`src/rtl/core/ppdm_pkg.sv`:
```
// Shared types and constants for the power to phase delay mapper.
package ppdm_pkg;

    localparam int CFG_IDX_W  = 3;
    localparam int CFG_DATA_W = 13;

    localparam logic [CFG_IDX_W-1:0] CFG_POWER_CEILING  = 3'd0;
    localparam logic [CFG_IDX_W-1:0] CFG_SHORTEST_DELAY = 3'd1;
    localparam logic [CFG_IDX_W-1:0] CFG_LONGEST_DELAY  = 3'd2;
    localparam logic [CFG_IDX_W-1:0] CFG_LINE_INTERCEPT = 3'd3;
    localparam logic [CFG_IDX_W-1:0] CFG_LINE_SLOPE_Q8  = 3'd4;
    localparam logic [CFG_IDX_W-1:0] CFG_SETTING_MODE   = 3'd5;

    localparam logic [8:0]  RST_POWER_CEILING  = 9'd200;
    localparam logic [5:0]  RST_SHORTEST_DELAY = 6'd60;
    localparam logic [7:0]  RST_LONGEST_DELAY  = 8'd140;
    localparam logic [9:0]  RST_LINE_INTERCEPT = 10'd150;
    localparam logic signed [12:0] RST_LINE_SLOPE_Q8 = -13'sd128;

    localparam logic [8:0] OFF_DELAY = 9'd500;
    localparam int LOW_POWER   = 20;
    localparam int GAIN_STEP   = 8180;
    localparam int GAIN_MAX    = 10;
    localparam int COOL_OFFSET = 1638;
    localparam int COOL_STEP   = 3277;
    localparam int COOL_MAX    = 50;
    // floor(x / 3277) = (x * COOL_RECIP) >> COOL_SHIFT, exact for x < 2^18
    localparam int COOL_RECIP  = 327661;
    localparam int COOL_SHIFT  = 30;
    // floor(x / 10) = (x * DIV10_RECIP) >> DIV10_SHIFT, exact for x < 2^22
    localparam int DIV10_RECIP = 838861;
    localparam int DIV10_SHIFT = 23;

    typedef enum logic [2:0] {
        S_IDLE,
        S_GAIN,
        S_MUL,
        S_DIV,
        S_AVG,
        S_LIN,
        S_UPD,
        S_OUT
    } t_state;

    typedef struct packed {
        logic load_in;
        logic gain;
        logic mul;
        logic div;
        logic avg;
        logic lin;
        logic upd;
        logic load_out;
    } t_dp_cmd;

    typedef struct packed {
        logic [8:0]         power_ceiling;
        logic [5:0]         shortest_delay;
        logic [7:0]         longest_delay;
        logic [9:0]         line_intercept;
        logic signed [12:0] line_slope_q8;
        logic               setting_mode;
    } t_cfg;

endpackage

```
`src/rtl/core/ppdm_ctrl.sv`:
```
// Sequencer for the power to phase delay mapper: handshakes and datapath commands.
module ppdm_ctrl (
    input  logic              i_clk,
    input  logic              i_rst_n,
    input  logic              i_in_valid,
    output logic              o_in_ready,
    output logic              o_out_valid,
    input  logic              i_out_ready,
    output ppdm_pkg::t_dp_cmd o_cmd
);
    import ppdm_pkg::*;

    t_state r_state, n_state;
    logic   r_out_valid, n_out_valid;
    logic   out_free;

    assign out_free = !r_out_valid || i_out_ready;

    always_comb begin
        n_state = r_state;
        unique case (r_state)
            S_IDLE: if (i_in_valid) n_state = S_GAIN;
            S_GAIN: n_state = S_MUL;
            S_MUL:  n_state = S_DIV;
            S_DIV:  n_state = S_AVG;
            S_AVG:  n_state = S_LIN;
            S_LIN:  n_state = S_UPD;
            S_UPD:  n_state = S_OUT;
            S_OUT:  if (out_free) n_state = S_IDLE;
            default: n_state = S_IDLE;
        endcase
    end

    always_comb begin
        o_cmd      = '0;
        o_in_ready = 1'b0;
        unique case (r_state)
            S_IDLE: begin
                o_in_ready    = 1'b1;
                o_cmd.load_in = i_in_valid;
            end
            S_GAIN: o_cmd.gain = 1'b1;
            S_MUL:  o_cmd.mul  = 1'b1;
            S_DIV:  o_cmd.div  = 1'b1;
            S_AVG:  o_cmd.avg  = 1'b1;
            S_LIN:  o_cmd.lin  = 1'b1;
            S_UPD:  o_cmd.upd  = 1'b1;
            S_OUT:  o_cmd.load_out = out_free;
            default: o_cmd = '0;
        endcase
    end

    assign n_out_valid = (r_out_valid && !i_out_ready) || o_cmd.load_out;
    assign o_out_valid = r_out_valid;

    always_ff @(posedge i_clk) begin
        if (!i_rst_n) begin
            r_state     <= S_IDLE;
            r_out_valid <= 1'b0;
        end else begin
            r_state     <= n_state;
            r_out_valid <= n_out_valid;
        end
    end

endmodule

```
`src/rtl/core/ppdm_dp.sv`:
```
// Datapath for the power to phase delay mapper: gains, smoothing, delay and credit.
module ppdm_dp #(
    parameter int TIME_BITS  = 24,
    parameter int POWER_BITS = 12
) (
    input  logic                  i_clk,
    input  logic                  i_rst_n,
    input  ppdm_pkg::t_dp_cmd     i_cmd,
    input  ppdm_pkg::t_cfg        i_cfg,
    input  logic [POWER_BITS-1:0] i_power_reading,
    input  logic [TIME_BITS-1:0]  i_timestamp,
    output logic [8:0]            o_firing_delay,
    output logic [11:0]           o_smoothed_power,
    output logic                  o_firing_enabled
);
    import ppdm_pkg::*;

    localparam int PW  = POWER_BITS;
    localparam int DW  = PW + 1;
    localparam int PGW = PW + 6;
    localparam int MW  = PW + 5;
    localparam int QPW = MW + 20;
    localparam int CGW = PW + 2;
    localparam int LW  = PW + 15;

    function automatic logic signed [31:0] sat32(input logic [32:0] v);
        logic signed [31:0] res;
        if (v[32] != v[31]) begin
            res = v[32] ? 32'sh8000_0000 : 32'sh7FFF_FFFF;
        end else begin
            res = $signed(v[31:0]);
        end
        return res;
    endfunction

    // architectural state
    logic [TIME_BITS-1:0] r_last_ts;
    logic [PW-1:0]        r_avg, n_avg;
    logic signed [31:0]   r_credit, n_credit;
    logic [8:0]           r_delay, n_delay;

    // working registers
    logic [PW-1:0]         r_reading;
    logic [TIME_BITS-1:0]  r_elapsed;
    logic [3:0]            r_gain, n_gain;
    logic [36:0]           r_cool_prod;
    logic                  r_cool_sat;
    logic signed [DW-1:0]  r_diff;
    logic signed [PGW-1:0] r_dg;
    logic [CGW-1:0]        r_cgain;
    logic [5:0]            r_cool;
    logic [QPW-1:0]        r_dg_prod;
    logic                  r_dg_neg;
    logic [14:0]           r_cc;
    logic [38:0]           r_spend_prod;
    logic signed [LW-1:0]  r_lin;
    logic [15:0]           r_spend;
    logic [8:0]            r_out_delay;
    logic [PW-1:0]         r_out_avg;

    logic [32:0]     cool_x;
    logic [PW+3:0]   cg_full;
    logic [MW-1:0]   dg_mag;
    logic [PW+1:0]   avg_step;
    logic [18:0]     cc12;
    logic [32:0]     credit_add, credit_sub;
    logic [8:0]      lin_delay, cool_delay;
    logic            above_ceiling, above_low, credit_pos;

    always_comb begin
        n_gain = '0;
        for (int k = 1; k <= GAIN_MAX; k++) begin
            if (33'(r_elapsed) >= 33'(k * GAIN_STEP)) n_gain = 4'(k);
        end
    end

    assign cool_x   = 33'(r_elapsed) + 33'(COOL_OFFSET);
    assign cg_full  = (PW+4)'(r_reading) * (PW+4)'(r_gain);
    assign dg_mag   = r_dg[PGW-1] ? MW'(-r_dg) : MW'(r_dg);
    assign avg_step = r_dg_prod[QPW-1:DIV10_SHIFT];
    assign n_avg    = r_dg_neg ? r_avg - PW'(avg_step) : r_avg + PW'(avg_step);
    assign cc12     = 19'({r_cc, 3'b000}) + 19'({r_cc, 2'b00});

    assign above_ceiling = r_avg > PW'(i_cfg.power_ceiling);
    assign above_low     = r_avg > PW'(LOW_POWER);
    assign credit_pos    = !r_credit[31] && (r_credit != 32'sd0);
    assign credit_add    = {r_credit[31], r_credit} + 33'(r_cgain);
    assign credit_sub    = {r_credit[31], r_credit} - 33'(r_spend);

    always_comb begin
        if (r_lin[LW-1]) begin
            lin_delay = 9'd0;
        end else if (r_lin[LW-2:8] > (LW-9)'(OFF_DELAY)) begin
            lin_delay = OFF_DELAY;
        end else begin
            lin_delay = r_lin[16:8];
        end
        if ({1'b0, i_cfg.longest_delay} >= {3'b000, i_cfg.shortest_delay}) begin
            cool_delay = 9'({1'b0, i_cfg.longest_delay} - {3'b000, i_cfg.shortest_delay});
        end else begin
            cool_delay = OFF_DELAY;
        end
    end

    always_comb begin
        n_delay  = r_delay;
        n_credit = r_credit;
        if (!i_cfg.setting_mode) begin
            if (above_ceiling) begin
                n_delay  = 9'(i_cfg.shortest_delay);
                n_credit = sat32(credit_add);
            end else if (above_low) begin
                n_delay  = lin_delay;
                n_credit = sat32(credit_add);
            end else if (credit_pos) begin
                n_delay  = cool_delay;
                n_credit = sat32(credit_sub);
            end else begin
                n_delay  = OFF_DELAY;
                n_credit = 32'sd0;
            end
        end
    end

    always_ff @(posedge i_clk) begin
        if (!i_rst_n) begin
            r_last_ts <= '0;
            r_avg     <= '0;
            r_credit  <= 32'sd0;
            r_delay   <= OFF_DELAY;
        end else begin
            if (i_cmd.load_in) r_last_ts <= i_timestamp;
            if (i_cmd.avg) r_avg <= n_avg;
            if (i_cmd.upd) begin
                r_delay  <= n_delay;
                r_credit <= n_credit;
            end
        end
    end

    always_ff @(posedge i_clk) begin
        if (i_cmd.load_in) begin
            r_reading <= i_power_reading;
            r_elapsed <= i_timestamp - r_last_ts;
        end
        if (i_cmd.gain) begin
            r_gain      <= n_gain;
            r_cool_sat  <= cool_x >= 33'(COOL_MAX * COOL_STEP);
            r_cool_prod <= 37'(cool_x[17:0]) * 37'(COOL_RECIP);
            r_diff      <= $signed({1'b0, r_reading}) - $signed({1'b0, r_avg});
        end
        if (i_cmd.mul) begin
            r_dg    <= PGW'(r_diff) * PGW'($signed({1'b0, r_gain}));
            r_cgain <= cg_full[PW+3:2];
            r_cool  <= r_cool_sat ? 6'(COOL_MAX) : r_cool_prod[COOL_SHIFT+5:COOL_SHIFT];
        end
        if (i_cmd.div) begin
            r_dg_prod <= QPW'(dg_mag) * QPW'(DIV10_RECIP);
            r_dg_neg  <= r_dg[PGW-1];
            r_cc      <= 15'(i_cfg.power_ceiling) * 15'(r_cool);
        end
        if (i_cmd.avg) begin
            r_spend_prod <= 39'(cc12) * 39'(DIV10_RECIP);
        end
        if (i_cmd.lin) begin
            r_lin   <= LW'($signed({1'b0, r_avg})) * LW'(i_cfg.line_slope_q8)
                     + LW'($signed({1'b0, i_cfg.line_intercept, 8'h00}));
            r_spend <= r_spend_prod[DIV10_SHIFT+15:DIV10_SHIFT];
        end
        if (i_cmd.load_out) begin
            r_out_delay <= r_delay;
            r_out_avg   <= r_avg;
        end
    end

    assign o_firing_delay   = r_out_delay;
    assign o_smoothed_power = 12'(r_out_avg);
    assign o_firing_enabled = r_out_delay < OFF_DELAY;

endmodule

```
`src/rtl/core/power_to_phase_delay_mapper.sv`:
```
// Top level of the power to phase delay mapper: configuration registers and core.
// After an input transaction is accepted, the sequencer steps the single shared
// datapath through its gain, multiply, divide, average, linear and update steps,
// then loads the output register; no new input is taken until that load is done.
// The output register lets the next input be taken while a result waits.
// Synchronous active-low reset restores the register defaults and clears the state.
module power_to_phase_delay_mapper #(
    parameter int TIME_BITS  = 24,
    parameter int POWER_BITS = 12
) (
    input  logic                             i_clk,
    input  logic                             i_rst_n,
    input  logic                             i_in_valid,
    output logic                             o_in_ready,
    input  logic [POWER_BITS-1:0]            i_power_reading,
    input  logic [TIME_BITS-1:0]             i_timestamp,
    output logic                             o_out_valid,
    input  logic                             i_out_ready,
    output logic [8:0]                       o_firing_delay,
    output logic [11:0]                      o_smoothed_power,
    output logic                             o_firing_enabled,
    input  logic                             i_cfg_we,
    input  logic [ppdm_pkg::CFG_IDX_W-1:0]   i_cfg_index,
    input  logic [ppdm_pkg::CFG_DATA_W-1:0]  i_cfg_data
);
    import ppdm_pkg::*;

    t_cfg    r_cfg;
    t_dp_cmd cmd;

    always_ff @(posedge i_clk) begin
        if (!i_rst_n) begin
            r_cfg.power_ceiling  <= RST_POWER_CEILING;
            r_cfg.shortest_delay <= RST_SHORTEST_DELAY;
            r_cfg.longest_delay  <= RST_LONGEST_DELAY;
            r_cfg.line_intercept <= RST_LINE_INTERCEPT;
            r_cfg.line_slope_q8  <= RST_LINE_SLOPE_Q8;
            r_cfg.setting_mode   <= 1'b0;
        end else if (i_cfg_we) begin
            unique case (i_cfg_index)
                CFG_POWER_CEILING:  r_cfg.power_ceiling  <= i_cfg_data[8:0];
                CFG_SHORTEST_DELAY: r_cfg.shortest_delay <= i_cfg_data[5:0];
                CFG_LONGEST_DELAY:  r_cfg.longest_delay  <= i_cfg_data[7:0];
                CFG_LINE_INTERCEPT: r_cfg.line_intercept <= i_cfg_data[9:0];
                CFG_LINE_SLOPE_Q8:  r_cfg.line_slope_q8  <= $signed(i_cfg_data[12:0]);
                CFG_SETTING_MODE:   r_cfg.setting_mode   <= i_cfg_data[0];
                default: ;
            endcase
        end
    end

    ppdm_ctrl u_ctrl (
        .i_clk       (i_clk),
        .i_rst_n     (i_rst_n),
        .i_in_valid  (i_in_valid),
        .o_in_ready  (o_in_ready),
        .o_out_valid (o_out_valid),
        .i_out_ready (i_out_ready),
        .o_cmd       (cmd)
    );

    ppdm_dp #(
        .TIME_BITS  (TIME_BITS),
        .POWER_BITS (POWER_BITS)
    ) u_dp (
        .i_clk            (i_clk),
        .i_rst_n          (i_rst_n),
        .i_cmd            (cmd),
        .i_cfg            (r_cfg),
        .i_power_reading  (i_power_reading),
        .i_timestamp      (i_timestamp),
        .o_firing_delay   (o_firing_delay),
        .o_smoothed_power (o_smoothed_power),
        .o_firing_enabled (o_firing_enabled)
    );

endmodule
```
`config.mk`:
```
export PLATFORM = sky130hd
export DESIGN_NAME = power_to_phase_delay_mapper
export DESIGN_NICKNAME = d
export VERILOG_FILES = /design/src/rtl/core/ppdm_pkg.sv /design/src/rtl/core/ppdm_ctrl.sv /design/src/rtl/core/ppdm_dp.sv /design/src/rtl/core/power_to_phase_delay_mapper.sv
export SDC_FILE = /design/constraint.sdc
export NUM_CORES = 2
export LEC_CHECK = 0
export BUFFER_PORTS_ARGS = -buffer_cell sky130_fd_sc_hd__clkbuf_2
export CAP_MARGIN = 20
export CELL_PAD_IN_SITES_DETAIL_PLACEMENT = 1
export CELL_PAD_IN_SITES_GLOBAL_PLACEMENT = 1
export CORE_MARGIN = 1
export CORE_UTILIZATION = 57
export CTS_BUF_LIST = sky130_fd_sc_hd__clkbuf_4 sky130_fd_sc_hd__clkbuf_8
export DETAILED_ROUTE_END_ITERATION = 16
export PLACE_DENSITY_LB_ADDON = 0.12
export SLEW_MARGIN = 30
export SYNTH_ARGS = -nofsm -noshare
export SYNTH_HDL_FRONTEND = slang
export SYNTH_HIERARCHICAL = 1
export SYNTH_SLANG_ARGS = --single-unit
```
`constraint.sdc`:
```
create_clock -name i_clk -period 15.2 [get_ports i_clk]
set_clock_uncertainty 0.1 [all_clocks]
set_input_delay 0.76 -clock i_clk [delete_from_list [all_inputs] [get_ports i_clk]]
set_output_delay 0.76 -clock i_clk [all_outputs]
set_load 0.02 [all_outputs]
```
==> impl_metrics.py <==
metrics = {
    "run_status": {
        "outcome": "finished clean",
    },
    "drt": {
        "ant_nets": 0,
        "drc": 0,
        "firstDrtPassIters": 5,
        "wire_per_inst_um": 21.54,
        "drt-initial-drc-count": 1716,
        "vias_per_cell": 5.732,
        "wirelength_mm": 120.2,
        "vias": 31980,
    },
    "critical_path": {
        "r2r-start": "u_dp/r_elapsed[1]",
        "timing.critical_path.mode_cell": "fa_1",
        "ff2ff_setup_slack_ns": 6.04,
        "worst_path_dominant_cell_family": "adder cells",
        "cp_max_fo": 7,
        "reg2reg_depth": 27,
        "critPathKind": "register to register",
        "cp-start-kind": "register",
        "arrival_ns": 9.43,
        "max_stage_delay_ns": 0.68,
        "cp_slowest_cell": "fa_1",
        "endpoint_kind": "register",
        "r2r-end": "u_dp/r_cool_prod[35]",
        "crit_required_ns": 15.47,
        "worst-path-buf-inv": 5,
    },
    "cells_and_area": {
        "ff_latch_area_um2": 8508,
        "fill_cells": 8403,
        "finalNonFillerCells": 5580,
        "area_growth_pct": 6.758,
        "multi_input_area_um2": 30520,
        "nNetsFinal": 5780,
        "drive_above_1_share_pct": 6.334,
    },
    "synth": {
        "async_flop_share_pct": 0,
        "ys_seq_elements": 326,
        "synth_area_leaders": "fa_1, ha_1, edfxtp_1, inv_1, dfxtp_1",
        "synth_top_area_cell": "fa_1",
        "synth_cell_types": 100,
        "synth_top_area_share_pct": 23.48,
        "syn_nets": 5701,
        "yosysSeqAreaShare_pct": 19.83,
        "postSynthAreaPerCell_um2": 9.579,
        "synth_ff_type": "edfxtp_1",
        "netlist_instances": 4478,
        "yosysWarnings": 6,
        "synth_edf_count": 198,
        "syn_area_um2": 42890,
    },
    "placed_design": {
        "dp_hpwl_mm": 98.07,
        "place_congestion": 0.9122,
        "placed_cells": 5456,
        "io_buffers": 80,
    },
    "timing": {
        "fmax_mhz": 109.1,
        "tns_ns": 0,
        "worst_slew_pin_slew_ns": 1.001,
        "post-route-period-util_pct": 60.28,
        "slew_viol_final": 0,
        "post-route-min-period_ns": 9.162,
        "setup_viol": 0,
        "hold_viol": 0,
        "grt_setup_unrepaired": "false",
        "slew_headroom_pct": 33.24,
    },
    "clock_network": {
        "hold_buffers": 0,
        "cts_sinks": 326,
        "path_clk_slew_ns": 0.06,
        "cts_tree": "built",
        "cts_root_buffer": "clkbuf_8",
        "clock_latency_ns": 0.67,
        "postCtsSetupRepairBufs": 0,
        "clk_path_buf_depth": 3,
        "cts_resized": 0,
        "cts-buffers-inserted": 67,
        "htree_levels": 3,
    },
    "floorplan": {
        "core_area_um2": 74450,
        "die_area_um2": 76360,
        "die_y_um": 276.3,
        "io_pins": 81,
        "fp.dieW_um": 276.3,
        "start_util_pct": 57.62,
        "fp-row-count": 100,
    },
    "global_route": {
        "overflow": 0,
        "antenna_found_initial": 1,
        "grt_pass1_vias": 36360,
        "grt_pass1_wl_mm": 195.7,
        "grtUsageTotal_pct": 32.51,
        "grt_max_degree": 82,
    },
    "min_path": {
        "hold_end": "u_dp/r_reading[1]",
        "worst_hold_path_type": "input pin to register",
        "hold_path_depth": 1,
        "min-delay-start": "i_power_reading[1]",
    },
    "flow_run": {
        "drv_cap": 0,
    },
}
sequential cells by signal (all words and copies together) (netlist names), 12 cells and up:
signal	cells
u_dp/r_reading	12
r_cfg	47
u_dp/r_spend	16
u_dp/o_smoothed_power	12
u_dp/r_cgain	14
u_dp/r_diff	13
u_dp/r_cc	15
u_dp/r_avg	12
u_dp/r_lin	19
u_dp/r_last_ts	24
u_dp/r_elapsed	24
u_dp/r_dg	18
u_dp/r_credit	32
u_dp/r_dg_prod	12
u_dp/r_spend_prod	16
worst register-to-register path, delay by kind of cell, from the launching register on:
kind                     cells  cell delay [ns]
AND/OR/NAND/NOR              2             0.86
buffers and inverters        5             0.53
AO/OA/AOI/OAI               10             2.25
adder cells (fa/ha/maj)      8             4.13
XOR/XNOR                     2             0.49
flip-flops                   1             0.51
area by class of cell:
| cell class | instances | area share [%] |
|---|---|---|
| diodes | 1 | 0.005464 |
| repair buffers | 106 | 1.344 |
| flip-flops and latches | 326 | 18.58 |
| inverters | 933 | 7.648 |
| clock buffers | 98 | 2.645 |
| multi-input cells | 3123 | 66.64 |
| clock inverters | 24 | 0.4918 |
| well taps | 969 | 2.648 |
cells in the mapped netlist (19+ instances only):
cell type and n:
inv_1 933, ha_1 663, fa_1 503, nand2_1 318, nor2_1 202, edfxtp_1 198, a21oi_1 154, o21ai_0 152
and2_1 149, xnor2_1 145, dfxtp_1 128, mux2i_1 82, clkbuf_1 78, xor2_1 72, nor2b_1 60, a21o_1 58
nor3_1 46, nand3_1 42, nand2b_1 31, o21a_1 30, o21bai_1 29, nand4_1 28, or3_1 23, and3_1 22
nor4_1 21, a211oi_1 19
worst max path at each step:
stage,from,end,slack [ns],depth (start not counted)
floorplan,u_dp/r_elapsed[2],u_dp/r_cool_prod[35],7.28,28
global placement,u_dp/r_elapsed[2],u_dp/r_cool_prod[35],6.55,27
detailed placement,u_dp/r_elapsed[1],u_dp/r_cool_prod[35],6.23,27
CTS,u_dp/r_elapsed[1],u_dp/r_cool_prod[35],6.07,27
global route,u_dp/r_elapsed[1],u_dp/r_cool_prod[35],5.49,27
finish,u_dp/r_elapsed[1],u_dp/r_cool_prod[35],6.04,27
logic make-up (layout without fill, tap and decap cells):
family / after synthesis / in the layout / synth area share, %
xor gates and xnor gates: 217 / 217 / 4.431
other: 0 / 1 / 0
buffers and inverters: 1029 / 1161 / 9.072
adders and majority gates: 1166 / 1166 / 42.81
and+or+nand+nor: 1016 / 1016 / 11.92
DFF: 326 / 326 / 19.83
muxes: 83 / 83 / 1.940
AOI/OAI and AO/OA: 641 / 641 / 9.991
metrics by stage:
stage / hold slack, ns / utilization (%) / area, um^2 / setup slack [ns]
5_1_grt: 0.1470 / 61.51 / 45790 / 5.488
3_5_place_dp: 0.3075 / 59.53 / 44320 / 6.225
6_report: 0.1814 / 61.51 / 45790 / 6.038
2_1_floorplan: 0.3003 / - / 42890 / 7.276
3_3_place_gp: 0.3021 / 59.53 / 44320 / 6.552
4_1_cts: 0.1176 / 61.46 / 45760 / 6.071
cells in the final DEF (no fill, tap or decap), types with 9 or more instances in the layout:
cell type  Yosys  routed
clkbuf_2       1      80
nand3_1       42      42
o21bai_1      29      29
clkbuf_8       0      76
fa_1         503     503
o21a_1        30      30
nand4_1       28      28
clkbuf_4       0      22
edfxtp_1     198     198
o21ai_0      152     151
nand2_1      318     318
inv_1        933     932
o2111ai_1      9       9
xnor2_1      145     145
or3_1         23      23
a21oi_1      154     154
nor2_1       202     202
a32o_1        12      12
mux2i_1       82      82
and3_1        22      22
o31ai_1       15      15
nor3_1        46      46
o211ai_1      16      16
ha_1         663     663
o21ai_1       14      13
a21o_1        58      58
a211oi_1      19      19
xor2_1        72      72
a31oi_1       16      16
a21boi_0      12      11
nand2b_1      31      31
nor4_1        21      21
and2_1       149     148
or2_2         18      18
a211o_1       13      13
o31a_1        10      10
nor2b_1       60      60
buf_4          3      25
dfxtp_1      128     128
layer usage:
| metal | share of wire (%) | global-route usage (%) |
|---|---|---|
| met1 | 42 | 41.13 |
| met4 | 3.2 | 10.99 |
| met2 | 51 | 57.60 |
| met5 | 0 | 0 |
| met3 | 3.7 | 3.693 |
Power is left out: the tool's default activity adds up to more than one toggle a clock period on the data nets, which glitch-free logic cannot reach.
